[config.mk]
export PLATFORM = sky130hd
export DESIGN_NAME = arm64_instruction_encoder
export DESIGN_NICKNAME = d
export VERILOG_FILES = /design/src/rtl/a64enc_pkg.sv /design/src/rtl/a64enc_encode.sv /design/src/rtl/arm64_instruction_encoder.sv
export VERILOG_INCLUDE_DIRS = /design/src /design/src/rtl
export SDC_FILE = /design/constraint.sdc
export NUM_CORES = 1
export LEC_CHECK = 0
export BUFFER_PORTS_ARGS = -buffer_cell sky130_fd_sc_hd__buf_2
export CAP_MARGIN = 20
export CORE_MARGIN = 2
export CORE_UTILIZATION = 25
export DETAILED_ROUTE_END_ITERATION = 10
export GPL_TIMING_DRIVEN = 0
export PLACE_DENSITY = 0.45
export REMOVE_ABC_BUFFERS = 1
export SLEW_MARGIN = 15
export SYNTH_ARGS = -nofsm -noshare
export SYNTH_HDL_FRONTEND = slang
export SYNTH_SLANG_ARGS = --single-unit
[constraint.sdc]
create_clock -name clk -period 4.9 [get_ports clk]
set_input_delay 0.49 -clock clk [delete_from_list [all_inputs] [get_ports clk]]
set_output_delay 0.49 -clock clk [all_outputs]
set_load 0.05 [all_outputs]
[src/rtl/arm64_instruction_encoder_assert.svh]
// assertion macros for the instruction encoder
// clocked on clk, disabled while rst_n is low
`ifndef ARM64_INSTRUCTION_ENCODER_ASSERT_SVH
`define ARM64_INSTRUCTION_ENCODER_ASSERT_SVH

// condition holds on every enabled edge
`define A64ENC_ASSERT_HOLDS(lbl, cond, msg) \
  lbl: assert property (@(posedge clk) disable iff (!rst_n) (cond)) else $error(msg);

// antecedent implies consequent in the next cycle
`define A64ENC_ASSERT_NEXT(lbl, pre, post, msg) \
  lbl: assert property (@(posedge clk) disable iff (!rst_n) (pre) |=> (post)) \
    else $error(msg);

`endif

[src/rtl/a64enc_pkg.sv]
`timescale 1ns / 1ps
package a64enc_pkg;

  localparam int unsigned NumForms = 55;

  typedef logic [4:0] kind_t;

  localparam kind_t K_R3    = 5'd0;
  localparam kind_t K_ADDI  = 5'd1;
  localparam kind_t K_CMPI  = 5'd2;
  localparam kind_t K_LOGI  = 5'd3;
  localparam kind_t K_SHR32 = 5'd4;
  localparam kind_t K_SHR64 = 5'd5;
  localparam kind_t K_SHL32 = 5'd6;
  localparam kind_t K_SHL64 = 5'd7;
  localparam kind_t K_BR    = 5'd8;
  localparam kind_t K_BCC   = 5'd9;
  localparam kind_t K_RN    = 5'd10;
  localparam kind_t K_CMPR  = 5'd11;
  localparam kind_t K_CSET  = 5'd12;
  localparam kind_t K_PAIR  = 5'd13;
  localparam kind_t K_LS4   = 5'd14;
  localparam kind_t K_LS8   = 5'd15;
  localparam kind_t K_RZM   = 5'd16;
  localparam kind_t K_R2    = 5'd17;
  localparam kind_t K_MW2   = 5'd18;
  localparam kind_t K_MW4   = 5'd19;
  localparam kind_t K_MSUB  = 5'd20;
  localparam kind_t K_MULL  = 5'd21;
  localparam kind_t K_BAD   = 5'd22;

  typedef logic [1:0] status_t;

  localparam status_t ST_OK       = 2'd0;
  localparam status_t ST_MISALIGN = 2'd1;
  localparam status_t ST_RANGE    = 2'd2;
  localparam status_t ST_BAD_FORM = 2'd3;

  localparam logic [4:0] REG_ZR = 5'd31;

  localparam int unsigned InDataW  = 88;
  localparam int unsigned OutDataW = 40;

  typedef struct packed {
    logic [5:0]         mode;
    logic [4:0]         reg_d;
    logic [4:0]         reg_n;
    logic [4:0]         reg_m;
    logic [4:0]         reg_a;
    logic [15:0]        imm_value;
    logic [5:0]         rot_or_shift;
    logic [5:0]         mask_width;
    logic [1:0]         half_sel;
    logic [3:0]         cond;
    logic signed [27:0] byte_offset;
  } req_t;

  typedef struct packed {
    logic [31:0] word;
    status_t     status;
  } res_t;

  typedef struct packed {
    logic [31:0] base;
    kind_t       kind;
  } form_t;

  function automatic form_t form_lookup(input logic [5:0] mode);
    form_t f;
    case (mode)
      6'd0:  f = '{32'h0B000000, K_R3};
      6'd1:  f = '{32'h8B000000, K_R3};
      6'd2:  f = '{32'h11000000, K_ADDI};
      6'd3:  f = '{32'h91000000, K_ADDI};
      6'd4:  f = '{32'h0A000000, K_R3};
      6'd5:  f = '{32'h12000000, K_LOGI};
      6'd6:  f = '{32'h13000000, K_SHR32};
      6'd7:  f = '{32'h93400000, K_SHR64};
      6'd8:  f = '{32'h1AC02800, K_R3};
      6'd9:  f = '{32'h9AC02800, K_R3};
      6'd10: f = '{32'h14000000, K_BR};
      6'd11: f = '{32'h94000000, K_BR};
      6'd12: f = '{32'h54000000, K_BCC};
      6'd13: f = '{32'hD63F0000, K_RN};
      6'd14: f = '{32'h31000000, K_CMPI};
      6'd15: f = '{32'hB1000000, K_CMPI};
      6'd16: f = '{32'h6B000000, K_CMPR};
      6'd17: f = '{32'hEB000000, K_CMPR};
      6'd18: f = '{32'h71000000, K_CMPI};
      6'd19: f = '{32'hF1000000, K_CMPI};
      6'd20: f = '{32'h1A800400, K_CSET};
      6'd21: f = '{32'h4A000000, K_R3};
      6'd22: f = '{32'hA8C00000, K_PAIR};
      6'd23: f = '{32'hB9400000, K_LS4};
      6'd24: f = '{32'hF9400000, K_LS8};
      6'd25: f = '{32'h53000000, K_SHL32};
      6'd26: f = '{32'hD3400000, K_SHL64};
      6'd27: f = '{32'h1AC02000, K_R3};
      6'd28: f = '{32'h9AC02000, K_R3};
      6'd29: f = '{32'h53000000, K_SHR32};
      6'd30: f = '{32'hD3400000, K_SHR64};
      6'd31: f = '{32'h1AC02400, K_R3};
      6'd32: f = '{32'h9AC02400, K_R3};
      6'd33: f = '{32'h2A0003E0, K_RZM};
      6'd34: f = '{32'hAA0003E0, K_RZM};
      6'd35: f = '{32'h91000000, K_R2};
      6'd36: f = '{32'h12800000, K_MW2};
      6'd37: f = '{32'h72800000, K_MW2};
      6'd38: f = '{32'hF2800000, K_MW4};
      6'd39: f = '{32'h52800000, K_MW2};
      6'd40: f = '{32'hD2800000, K_MW4};
      6'd41: f = '{32'h1B008000, K_MSUB};
      6'd42: f = '{32'h2A200000, K_RZM};
      6'd43: f = '{32'h2A000000, K_R3};
      6'd44: f = '{32'hD65F0000, K_RN};
      6'd45: f = '{32'h1AC00C00, K_R3};
      6'd46: f = '{32'h9B200000, K_MULL};
      6'd47: f = '{32'hB9000000, K_LS4};
      6'd48: f = '{32'hF9000000, K_LS8};
      6'd49: f = '{32'hA9800000, K_PAIR};
      6'd50: f = '{32'h4B000000, K_R3};
      6'd51: f = '{32'h51000000, K_ADDI};
      6'd52: f = '{32'hD1000000, K_ADDI};
      6'd53: f = '{32'h1AC00800, K_R3};
      6'd54: f = '{32'h9BA00000, K_MULL};
      default: f = '{32'h00000000, K_BAD};
    endcase
    return f;
  endfunction

endpackage

[src/rtl/a64enc_encode.sv]
`timescale 1ns / 1ps
module a64enc_encode (
  input  a64enc_pkg::req_t req,
  output a64enc_pkg::res_t res
);
  import a64enc_pkg::*;

  // reserved (N=0, imms) pattern of a 32-bit logical immediate
  function automatic logic logimm_reserved(input logic [5:0] imms);
    logic [5:0] inv;
    logic [2:0] len;
    logic [5:0] levels;
    inv = ~imms;
    len = 3'd0;
    for (int i = 1; i < 6; i++) begin
      if (inv[i]) begin
        len = 3'(i);
      end
    end
    levels = (6'd1 << len) - 6'd1;
    return (inv == 6'd0) || ((imms & levels) == levels);
  endfunction

  form_t       form;
  logic [27:0] raw;
  logic [31:0] fields;
  status_t     st;
  logic [4:0]  shl32_imms;
  logic [4:0]  shl32_immr;
  logic [5:0]  shl64_imms;
  logic [5:0]  shl64_immr;
  logic        bcc_fits;
  logic        pair_fits;

  assign form       = form_lookup(req.mode);
  assign raw        = req.byte_offset;
  assign shl32_imms = 5'd31 - req.rot_or_shift[4:0];
  assign shl32_immr = 5'd0 - req.rot_or_shift[4:0];
  assign shl64_imms = 6'd63 - req.rot_or_shift;
  assign shl64_immr = 6'd0 - req.rot_or_shift;
  assign bcc_fits   = (raw[27:20] == {8{raw[27]}});
  assign pair_fits  = (raw[27:9] == {19{raw[27]}});

  always_comb begin
    fields = 32'd0;
    st     = ST_OK;
    case (form.kind)
      K_R3: begin
        fields = {11'd0, req.reg_m, 6'd0, req.reg_n, req.reg_d};
      end
      K_R2: begin
        fields = {22'd0, req.reg_n, req.reg_d};
      end
      K_RZM: begin
        fields = {11'd0, req.reg_m, 6'd0, REG_ZR, req.reg_d};
      end
      K_CMPR: begin
        fields = {11'd0, req.reg_m, 6'd0, req.reg_n, REG_ZR};
      end
      K_RN: begin
        fields = {22'd0, req.reg_n, 5'd0};
      end
      K_MSUB: begin
        fields = {11'd0, req.reg_m, 1'b0, req.reg_a, req.reg_n, req.reg_d};
      end
      K_MULL: begin
        fields = {11'd0, req.reg_m, 1'b0, REG_ZR, req.reg_n, req.reg_d};
      end
      K_ADDI, K_CMPI: begin
        if (req.imm_value[15:12] != 4'd0 || req.half_sel[1]) begin
          st = ST_RANGE;
        end else begin
          fields = {9'd0, req.half_sel[0], req.imm_value[11:0], req.reg_n,
                    (form.kind == K_ADDI) ? req.reg_d : REG_ZR};
        end
      end
      K_LOGI: begin
        if (logimm_reserved(req.mask_width)) begin
          st = ST_RANGE;
        end else begin
          fields = {10'd0, req.rot_or_shift, req.mask_width, req.reg_n, req.reg_d};
        end
      end
      K_SHR32: begin
        if (req.rot_or_shift[5]) begin
          st = ST_RANGE;
        end else begin
          fields = {10'd0, req.rot_or_shift, 6'd31, req.reg_n, req.reg_d};
        end
      end
      K_SHR64: begin
        fields = {10'd0, req.rot_or_shift, 6'd63, req.reg_n, req.reg_d};
      end
      K_SHL32: begin
        if (req.rot_or_shift[5]) begin
          st = ST_RANGE;
        end else begin
          fields = {11'd0, shl32_immr, 1'b0, shl32_imms, req.reg_n, req.reg_d};
        end
      end
      K_SHL64: begin
        fields = {10'd0, shl64_immr, shl64_imms, req.reg_n, req.reg_d};
      end
      K_BR: begin
        if (raw[1:0] != 2'd0) begin
          st = ST_MISALIGN;
        end else begin
          fields = {6'd0, raw[27:2]};
        end
      end
      K_BCC: begin
        if (raw[1:0] != 2'd0) begin
          st = ST_MISALIGN;
        end else if (!bcc_fits) begin
          st = ST_RANGE;
        end else begin
          fields = {8'd0, raw[20:2], 1'b0, req.cond};
        end
      end
      K_CSET: begin
        if (req.cond[3:1] == 3'b111) begin
          st = ST_RANGE;
        end else begin
          fields = {11'd0, REG_ZR, req.cond[3:1], ~req.cond[0], 2'd0, REG_ZR,
                    req.reg_d};
        end
      end
      K_PAIR: begin
        if (raw[2:0] != 3'd0) begin
          st = ST_MISALIGN;
        end else if (!pair_fits) begin
          st = ST_RANGE;
        end else begin
          fields = {10'd0, raw[9:3], req.reg_a, req.reg_n, req.reg_d};
        end
      end
      K_LS4: begin
        if (raw[1:0] != 2'd0) begin
          st = ST_MISALIGN;
        end else if (raw[27:14] != 14'd0) begin
          st = ST_RANGE;
        end else begin
          fields = {10'd0, raw[13:2], req.reg_n, req.reg_d};
        end
      end
      K_LS8: begin
        if (raw[2:0] != 3'd0) begin
          st = ST_MISALIGN;
        end else if (raw[27:15] != 13'd0) begin
          st = ST_RANGE;
        end else begin
          fields = {10'd0, raw[14:3], req.reg_n, req.reg_d};
        end
      end
      K_MW2: begin
        if (req.half_sel[1]) begin
          st = ST_RANGE;
        end else begin
          fields = {9'd0, req.half_sel, req.imm_value, req.reg_d};
        end
      end
      K_MW4: begin
        fields = {9'd0, req.half_sel, req.imm_value, req.reg_d};
      end
      default: begin
        st = ST_BAD_FORM;
      end
    endcase
  end

  assign res.word   = (st == ST_OK) ? (form.base | fields) : 32'd0;
  assign res.status = st;

endmodule

[src/rtl/arm64_instruction_encoder.sv]
`timescale 1ns / 1ps
// channel   dir  width  contents
// in_       in   88     one encode request
// out_      out  40     instruction word and status
//
// one item per cycle unless the output stalls
// the request register feeds the encoder logic, which feeds the output register
// rst_n synchronous, active low, clears both valid flags
// a stalled output holds its item; the request stage keeps accepting while it can move forward
module arm64_instruction_encoder (
  input  logic                             clk,
  input  logic                             rst_n,
  input  logic                             in_tvalid,
  output logic                             in_tready,
  // mode, reg_d, reg_n, reg_m, reg_a, imm_value, rot_or_shift, mask_width,
  // half_sel, cond, byte_offset
  input  logic [a64enc_pkg::InDataW-1:0]   in_tdata,
  output logic                             out_tvalid,
  input  logic                             out_tready,
  // word, status, zero fill
  output logic [a64enc_pkg::OutDataW-1:0]  out_tdata
);
  import a64enc_pkg::*;

  logic in_valid_r;
  logic in_valid_nxt;
  req_t req_r;
  req_t req_nxt;
  logic out_valid_r;
  logic out_valid_nxt;
  res_t res_r;
  res_t res_nxt;
  res_t enc_res;
  logic out_ready;

  assign out_ready = !out_valid_r || out_tready;
  assign in_tready = !in_valid_r || out_ready;

  always_comb begin
    req_nxt              = req_r;
    in_valid_nxt         = in_valid_r;
    if (in_tready) begin
      in_valid_nxt = in_tvalid;
    end
    if (in_tvalid && in_tready) begin
      req_nxt.mode         = in_tdata[5:0];
      req_nxt.reg_d        = in_tdata[10:6];
      req_nxt.reg_n        = in_tdata[15:11];
      req_nxt.reg_m        = in_tdata[20:16];
      req_nxt.reg_a        = in_tdata[25:21];
      req_nxt.imm_value    = in_tdata[41:26];
      req_nxt.rot_or_shift = in_tdata[47:42];
      req_nxt.mask_width   = in_tdata[53:48];
      req_nxt.half_sel     = in_tdata[55:54];
      req_nxt.cond         = in_tdata[59:56];
      req_nxt.byte_offset  = in_tdata[87:60];
    end
  end

  a64enc_encode u_encode (
    .req (req_r),
    .res (enc_res)
  );

  always_comb begin
    res_nxt       = res_r;
    out_valid_nxt = out_valid_r;
    if (out_ready) begin
      out_valid_nxt = in_valid_r;
      if (in_valid_r) begin
        res_nxt = enc_res;
      end
    end
  end

  always_ff @(posedge clk) begin
    if (!rst_n) begin
      in_valid_r  <= 1'b0;
      out_valid_r <= 1'b0;
    end else begin
      in_valid_r  <= in_valid_nxt;
      out_valid_r <= out_valid_nxt;
    end
  end

  always_ff @(posedge clk) begin
    req_r <= req_nxt;
    res_r <= res_nxt;
  end

  assign out_tvalid = out_valid_r;
  assign out_tdata  = {6'd0, res_r.status, res_r.word};

`include "arm64_instruction_encoder_assert.svh"

  `A64ENC_ASSERT_HOLDS(a_err_word_zero, !out_valid_r || res_r.status == ST_OK || res_r.word == 32'd0, "error result carries a nonzero word")
  `A64ENC_ASSERT_NEXT(a_stage_moves, in_valid_r && out_ready, out_valid_r, "request did not reach the output register")
  `A64ENC_ASSERT_HOLDS(a_stall_only_full, in_tready || (in_valid_r && out_valid_r), "input stalled with a free stage")

endmodule

==> run_results.csv, run 1 <==
group,metric,value,unit
run_status,outcome,"completed",
pwr,ir_worst_vdd,0.223,mV
floorplan,ios,134,
routing,first_pass_iters,5,
cells_and_area,layout_commonest_cell,"buf_2",
global_routing,antenna_found_initial,0,
worst_hold_path,holdCritStartpoint,"in_tdata[82]",
clocking,post_cts_resized,0,
pwr,power.density,387,nW/um^2
worst_setup_path,required,5.17,ns
worst_setup_path,crit_start,"out_tvalid",
flow_run,drv_cap,0,
synthesis,synth_edf_count,122,
worst_setup_path,crit_arrival,4.21,ns
sta,max_slew_margin,26.3,%
sta,hold_viol_final,0,
floorplan,core_area,31300,um^2
worst_hold_path,worst_hold_path_type,"in2reg",
floorplan,dieWidth,182,um
synthesis,synth_warnings,0,
synthesis,netlist_area,7880,um^2
clocking,insertion_delay,0.43,ns
global_routing,grt_pass1_vias,6620,
worst_setup_path,worstSetupPathType,"reg2reg",
cells_and_area,layout_common_cells,"128 x buf_2, 122 x edfxtp_1, 66 x nand2_1, 57 x nor2_1, 36 x a21oi_1",
synthesis,seq_area_frac_synth,52.6,%
floorplan,initial_core_util,25.2,%
cells_and_area,area_delta_synth_final,20.8,%
clocking,postCtsSetupBuffers,0,
sta,hold_slack,0.225,ns
sta,maxSlewViolCount,0,
pwr,finalPower,3.68,mW
sta,setup_violations,0,
routing,route.detailed.drc,0,
routing,avgViaCountPerCell,5.32,
routing,ant_nets,0,
global_routing,grt_pass1_wl,41600,um
worst_setup_path,crit_path_end_kind,"register",
cells_and_area,num_antenna_cells,0,
cells_and_area,final_util,30.4,%
cells_and_area,drive_gt1_share,22.4,%
place,hpwl,19700,um
cells_and_area,n_fill_cell,3270,
place,io_buffers,127,
routing,wl,27600,um
clocking,hold_buffers,0,
clocking,numCtsBuffers,17,
global_routing,grt_max_degree,50,
floorplan,num_rows,65,
sta,tightest_slew,1.10,ns
sta,period_minus_slack,3.94,ns
sta,fin_worst_skew,0.0114,ns
pwr,power.leakage,3.51,nW
cells_and_area,final_cell_area,9520,um^2
routing,vias,6738,
clocking,clkSinkCount,146,
worst_setup_path,reg2reg_from,"out_tvalid",
worst_setup_path,start_kind,"register",
floorplan,die_h,182,um
routing,first_iter_violations,647,
worst_setup_path,critPathMaxFanout,45,
global_routing,overflow,0,
synthesis,syn_area_per_cell,10.5,um^2
floorplan,dieArea,33000,um^2
synthesis,syn_inst,747,
place,place_area,8900,um^2
clocking,htree_levels,4,
sta,grt_setup_unrepaired,"false",
synthesis,synth-async-reset-ratio,0,%
clocking,clockRootBuffer,"clkbuf_16",
sta,post-route-period-util,80.4,%
global_routing,grt_usage,16.8,%
routing,post_drt_wl_per_cell,21.8,um
sta,fmax,0.254,GHz
synthesis,synth-main-ff-cell,"edfxtp_1",
synthesis,yosys.cell_types.count,80,
synthesis,ys_ff_latch,146,
clocking,cts_buffer_depth,2,
place,place_congestion,0.877,
cells_and_area,fin_nets,958,
clocking,cts_tree,"yes",
clocking,cts.clk_slew.worst_paths,0.07,ns
final timing paths:
kind | cells past startpoint | slack [ns] | to
worst max-delay path | 11 | 0.96 | u_encode.form[28]
worst min-delay path | 1 | 0.22 | req_r[22]
worst min register to register | 2 | 0.53 | out_tdata[30]
worst max register to register | 11 | 0.96 | u_encode.form[28]
area by class of cell:
cell class | count | area [um^2] | area share (%)
Clock buffer | 17 | 425 | 4.47
Clock inverter | 15 | 170 | 1.79
Inverter | 34 | 130 | 1.37
Multi-Input combinational cell | 516 | 3380 | 35.6
Sequential cell | 146 | 4140 | 43.6
Tap cell | 402 | 503 | 5.29
Timing Repair Buffer | 137 | 759 | 7.98
cell usage after synthesis, types with 4 or more instances:
cell type,n,area (um^2)
a21boi_0,7,52.6
o21ai_0,32,160
a222oi_1,7,70.1
a221o_1,5,50.1
buf_1,5,18.8
clkbuf_1,25,93.8
or4_1,6,45.0
and3_1,8,50.1
o31ai_1,11,82.6
dfxtp_1,24,480
inv_1,33,124
a22oi_1,23,173
a2bb2oi_1,4,35.0
o211a_1,4,40.0
edfxtp_1,122,3660
nand4_1,15,93.8
a22o_1,11,96.3
a31oi_1,6,37.5
a21o_1,6,45.0
o21ai_2,5,43.8
ha_1,14,175
nand2b_1,6,37.5
nor2_1,57,214
and2_1,5,31.3
o21a_1,4,30.0
a21oi_1,37,185
nor3_1,15,75.1
buf_2,15,75.1
o2111ai_1,14,123
a211oi_1,7,52.6
a221oi_1,20,175
or3_1,5,31.3
nor4b_1,4,35.0
buf_4,10,75.1
nand2_1,66,248
o31a_1,4,35.0
nand3_1,19,95.1
o211ai_1,5,37.5
nor2b_1,10,62.6
routing by layer:
layer / routed length, um / track usage, %
met1: 12300 / 22.7
met2: 13000 / 27.1
met3: 1610 / 3.01
met4: 691 / 5.53
met5: 0 / 0
sequential cells by signal (all words and copies together), names as in the netlist:
name,flops
in_valid_r,1
u_encode.form,22
req_r,88
out_tdata,34
out_tvalid,1
where the power goes:
group / internal [mW] / switching [mW]
clock: 0.766 / 0.578
sequential: 1.47 / 0.111
combinational: 0.247 / 0.503
total: 2.49 / 1.19
per-stage QoR:
step	instances	setup TNS, ns	worst slack (ns)
floorplan	696	-9.60	-0.703
global placement	1225	-49.92	-2.67
detailed placement	1232	0	0.736
CTS	1264	0	0.953
global route	1267	0	0.703
finish	1267	0	0.961
worst max-delay path, cell delays in order (launching register included):
cell      delay (ns)
dfxtp_1         0.35
and3b_1         0.30
inv_1           0.15
nand2_2         0.14
inv_4           0.47
mux2i_2         0.70
buf_6           0.24
ha_1            0.37
nor2_1          0.23
a21oi_1         0.12
a2111o_1        0.50
o311ai_0        0.17
kinds of logic (layout without fill, tap and decap cells):
family / Yosys count / after routing / share of synthesized area, %
multiplexers: 4 / 4 / 0.524
adder cells (fa/ha/maj): 15 / 15 / 2.35
AO/OA/AOI/OAI: 238 / 238 / 22.7
buffers and inverters: 90 / 203 / 5.02
XOR/XNOR: 5 / 5 / 0.556
AND/OR/NAND/NOR: 248 / 248 / 16.2
flip-flops: 146 / 146 / 52.6
other: 1 / 6 / 0.0476
No activity file was read; power rests on OpenSTA's default activity.
==> run 2, diff against run 1 <==
Clock period 4.9 ns to 3.5 ns, I/O delays scaled along.
==> run 2 against run 1 <==
  * Critical path depth shrank 5
  * Count of clock-buffer cells in the layout stayed put
  * Non-clock buffer count is 3 higher
  * Clock power is 41% higher
  * Worst hold slack got worse by 0.14 ns
  * Sequential share of layout area decreased by 0.21 points
  * Utilization grew 0.14 points
  * Final cell count increased by 0.24%
  * Total power grew 40%
  * Largest power group unchanged
  * Highest routed layer unchanged
==> run_results.csv, run 2 (synthesized netlist as in run 1, its figures left out) <==
group,metric,value,unit
routing,first_iter_violations,619,
sta,setup_violations,0,
floorplan,die_h,182,um
global_routing,antenna_found_initial,0,
clocking,clockRootBuffer,"clkbuf_16",
worst_setup_path,crit_path_end_kind,"register",
floorplan,core_area,31300,um^2
worst_setup_path,required,3.59,ns
sta,tightest_slew,1.09,ns
pwr,power.leakage,3.53,nW
routing,vias,6757,
global_routing,grt_max_degree,50,
cells_and_area,area_delta_synth_final,21.3,%
floorplan,num_rows,65,
cells_and_area,drive_gt1_share,23.0,%
global_routing,overflow,0,
routing,first_pass_iters,5,
clocking,numCtsBuffers,17,
flow_run,drv_cap,0,
worst_setup_path,start_kind,"register",
worst_setup_path,worstSetupPathType,"reg2reg",
sta,grt_setup_unrepaired,"false",
run_status,outcome,"completed",
sta,max_slew_margin,27.3,%
cells_and_area,top_register,"req_r",
pwr,power.density,540,nW/um^2
place,place_congestion,0.877,
clocking,cts.clk_slew.worst_paths,0.07,ns
place,place_area,8900,um^2
cells_and_area,final_util,30.5,%
global_routing,grt_pass1_vias,6621,
place,io_buffers,127,
sta,fin_worst_skew,0.0122,ns
clocking,htree_levels,4,
global_routing,grt_usage,16.8,%
cells_and_area,regArea,4140,um^2
routing,wl,27700,um
sta,maxSlewViolCount,0,
pwr,ir_worst_vdd,0.312,mV
clocking,clkSinkCount,146,
clocking,cts_buffer_depth,2,
floorplan,dieArea,33000,um^2
worst_setup_path,crit_arrival,3.45,ns
floorplan,initial_core_util,25.2,%
cells_and_area,layout_common_cells,"128 x buf_2, 122 x edfxtp_1, 66 x nand2_1, 57 x nor2_1, 36 x a21oi_1",
place,hpwl,19700,um
cells_and_area,largest_reg_flops,88,
sta,hold_viol_final,0,
worst_hold_path,worst_hold_path_type,"in2reg",
sta,period_minus_slack,3.35,ns
floorplan,dieWidth,182,um
worst_setup_path,critPathMaxFanout,21,
global_routing,grt_pass1_wl,41600,um
clocking,hold_buffers,0,
routing,post_drt_wl_per_cell,21.8,um
cells_and_area,layout_commonest_cell,"buf_2",
routing,avgViaCountPerCell,5.32,
cells_and_area,num_antenna_cells,0,
sta,fmax,0.298,GHz
sta,post-route-period-util,95.8,%
clocking,insertion_delay,0.43,ns
cells_and_area,fin_nets,961,
floorplan,ios,134,
routing,ant_nets,0,
cells_and_area,multi_input_comb_area,3390,um^2
routing,route.detailed.drc,0,
cells_and_area,final_cell_area,9560,um^2
cells_and_area,n_fill_cell,3273,
clocking,cts_tree,"yes",
## run 2: power by group
part           total (mW)  switching [mW]  leakage, nW  internal (mW)
Combinational        1.06           0.707         1.86          0.351
Clock                1.89           0.813        0.290           1.07
Sequential           2.22           0.157         1.38           2.06
Total                5.16            1.68         3.53           3.49
## run 2: per-stage QoR
step | cells | TNS [ns] | power [mW] | setup WS [ns] | hold slack (ns)
finish | 1270 | 0 | 5.16 | 0.148 | 0.0852
global route | 1270 | 0 | 5.38 | 0.00670 | 0.0698
CTS | 1264 | 0 | 5.19 | 0.00234 | 0.0683
detailed placement | 1232 | -2.95 | 3.29 | -0.524 | 0.524
global placement | 1225 | -155.01 | 3.29 | -3.93 | 0.510
floorplan | 696 | -52.91 | 2.89 | -2.10 | 0.449
## run 2: path summary, 6_finish.rpt
path	slack (ns)	end	cells after the start	start
worst max-delay path	0.15	out_tdata[21]	6	u_encode.form[1]
worst min-delay path	0.09	req_r[22]	1	in_tdata[82]
worst max register to register	0.15	out_tdata[21]	6	u_encode.form[1]
worst min register to register	0.53	out_tdata[30]	2	u_encode.form[35]
## run 2: layout make-up
class	instances	area share, %
sequential	146	43.3
multi-input combinational	516	35.5
timing repair buffer	140	8.18
tap	402	5.26
clock buffer	17	4.45
clock inverter	15	1.78
inverter	34	1.48
## run 2: what timing repair did
| action | 4_1_cts | 5_1_grt |
|---|---|---|
| setup buffers | 0 | 3 |
| gates resized for setup | 6 | 1 |
| pin swaps | 0 | 1 |
| endpoints found under the setup margin | 11 | 16 |
## run 2: routing by layer
metal  part of all wire (%)  global-route usage [%]
met1                     45                    22.8
met2                     47                    27.1
met5                      0                       0
met4                    2.7                    5.53
met3                    5.4                    3.01
## run 2: critical path, cell delays in order (launching register included)
cell and delay [ns]:
dfxtp_1 0.83, nand2_1 0.38, nor2_1 0.38, nor4b_1 0.60, nor3_1 0.15, nand3_2 0.36
o2111ai_1 0.31
==> run 3, diff against run 2 <==
Settings changed: HOLD_SLACK_MARGIN from default to 0.1, TNS_END_PERCENT from default to 50.
==> run 3 against run 2 <==
  * Clock skew about the same
  * Via count increased by 3.3%
  * Non-clock buffer count increased by 61
  * Register-to-register slack improved by 0.04 ns
  * Sequential power about the same
  * Worst setup slack improved by 0.043 ns
  * First-iteration DRC count decreased by 6.1%
  * Global-route usage increased by 0.19 points
  * Highest routed layer unchanged
  * Final area increased by 6.4%
  * Sequential cell count unchanged
  * Largest power group unchanged
  * Final cell count increased by 4.8%
==> run_results.csv, run 3 (synthesized netlist as in run 1, its figures left out) <==
group,metric,value,unit
floorplan,core_area,31300,um^2
pwr,power.leakage,3.78,nW
cells_and_area,fin_nets,1022,
sta,tightest_slew,1.08,ns
sta,setup_ws,0.190,ns
run_status,outcome,"completed",
global_routing,grt_usage,17.0,%
pwr,power.density,512,nW/um^2
cells_and_area,area_delta_synth_final,29.1,%
cells_and_area,final_cell_area,10200,um^2
clocking,clockRootBuffer,"clkbuf_16",
sta,setup_tns,0,ns
clocking,insertion_delay,0.43,ns
worst_setup_path,crit_path_end_kind,"register",
worst_setup_path,start_kind,"register",
cells_and_area,num_antenna_cells,0,
routing,vias,6979,
routing,first_pass_iters,5,
pwr,clock_power_share,36.1,%
sta,grt_setup_unrepaired,"false",
place,place_congestion,0.877,
pwr,power_switching_share,32.2,%
global_routing,grt_pass1_wl,42300,um
pwr,switchingPower,1.68,mW
place,hpwl,19700,um
sta,fmax,0.302,GHz
floorplan,dieWidth,182,um
cells_and_area,n_fill_cell,3233,
routing,ant_nets,0,
clocking,cts.clk_slew.worst_paths,0.07,ns
cells_and_area,final_util,32.5,%
pwr,p_int,3.53,mW
cells_and_area,largest_reg_flops,88,
sta,fin_worst_skew,0.0126,ns
floorplan,initial_core_util,25.2,%
floorplan,dieArea,33000,um^2
worst_setup_path,crit_arrival,3.40,ns
worst_hold_path,worst_hold_path_type,"in2reg",
sta,post-route-period-util,94.6,%
worst_setup_path,worstSetupPathType,"reg2reg",
place,io_buffers,127,
cells_and_area,layout_commonest_cell,"buf_2",
cells_and_area,top_register,"req_r",
sta,maxSlewViolCount,0,
cells_and_area,multi_input_comb_area,3390,um^2
clocking,htree_levels,4,
cells_and_area,regArea,4140,um^2
routing,post_drt_wl_per_cell,21.0,um
floorplan,num_rows,65,
clocking,clkSinkCount,146,
global_routing,grt_pass1_vias,6845,
routing,wl,28000,um
sta,period_minus_slack,3.31,ns
pwr,power_frac_seq,42.6,%
pwr,p_comb_share,21.3,%
place,post-place-ws,-0.524,ns
worst_setup_path,required,3.59,ns
worst_setup_path,critPathMaxFanout,21,
sta,hold_viol_final,0,
floorplan,die_h,182,um
sta,max_slew_margin,27.4,%
sta,setup_violations,0,
routing,avgViaCountPerCell,5.24,
global_routing,overflow,0,
global_routing,grt_max_degree,50,
routing,first_iter_violations,581,
cells_and_area,drive_gt1_share,21.5,%
clocking,cts_buffer_depth,2,
clocking,numCtsBuffers,17,
flow_run,drv_cap,0,
cells_and_area,layout_common_cells,"128 x buf_2, 122 x edfxtp_1, 66 x nand2_1, 61 x dlygate4sd3_1, 57 x nor2_1",
floorplan,ios,134,
pwr,finalPower,5.21,mW
global_routing,antenna_found_initial,0,
routing,route.detailed.drc,0,
pwr,ir_worst_vdd,0.311,mV
place,place_area,8900,um^2
clocking,cts_tree,"yes",
[run 3: cell count changes in the layout (fill, tap and decap cells not counted), sizes merged]
| cell | before | now |
|---|---|---|
| dlygate4sd3 | 0 | 61 |
[run 3: area by class of cell]
type | instances | area share, %
well taps | 402 | 4.95
inverters | 34 | 1.39
repair buffers | 201 | 13.7
flip-flops and latches | 146 | 40.7
clock buffers | 17 | 4.18
multi-input cells | 516 | 33.4
clock inverters | 15 | 1.67
[run 3: per-stage QoR]
stage | std cells | hold slack, ns
finish | 1331 | 0.104
global route | 1331 | 0.101
CTS | 1319 | 0.100
detailed placement | 1232 | 0.524
global placement | 1225 | 0.510
floorplan | 696 | 0.449
[run 3: power groups by stage]
stage | Sequential [mW] | Combinational [mW] | Clock [mW]
final | 2.22 | 1.11 | 1.88
after global routing | 2.24 | 1.21 | 1.99
after CTS | 2.22 | 1.10 | 1.93
after detailed placement | 2.25 | 1.04 | 0
after global placement | 2.26 | 1.03 | 0
after floorplan | 2.34 | 0.558 | 0
[run 3: timing repair]
item	in CTS	in global routing
hold buffers	55	6
setup buffers	0	3
gates resized for setup	6	1
hold endpoints to repair	55	6
endpoints found under the setup margin	11	16
pin swaps	0	1
[run 3: path summary, 6_finish.rpt]
kind,start,endpoint,slack (ns),depth (start not counted)
min reg2reg,u_encode.form[35],out_tdata[30],0.53,2
min,in_tdata[80],req_r[20],0.10,1
max reg2reg,u_encode.form[1],out_tdata[21],0.19,6
max,u_encode.form[1],out_tdata[21],0.19,6
[run 3: worst max-delay path, cell delays in order (launching register included)]
cell	delay (ns)
dfxtp_1	0.83
nand2_1	0.37
nor2_1	0.37
nor4b_1	0.59
nor3_1	0.15
nand3_2	0.35
o2111ai_1	0.31
[run 3: routing by layer]
metal  part of all wire (%)  routed length (um)  global-route usage [%]  vias to the layer above
met5                      0                   0                       0                        -
met4                    2.5                 695                    5.59                        0
met3                    5.9                1660                    2.87                       46
met2                     47               13100                    27.5                      306
met1                     45               12500                    23.0                     3388
li1                       -                   -                       -                     3239
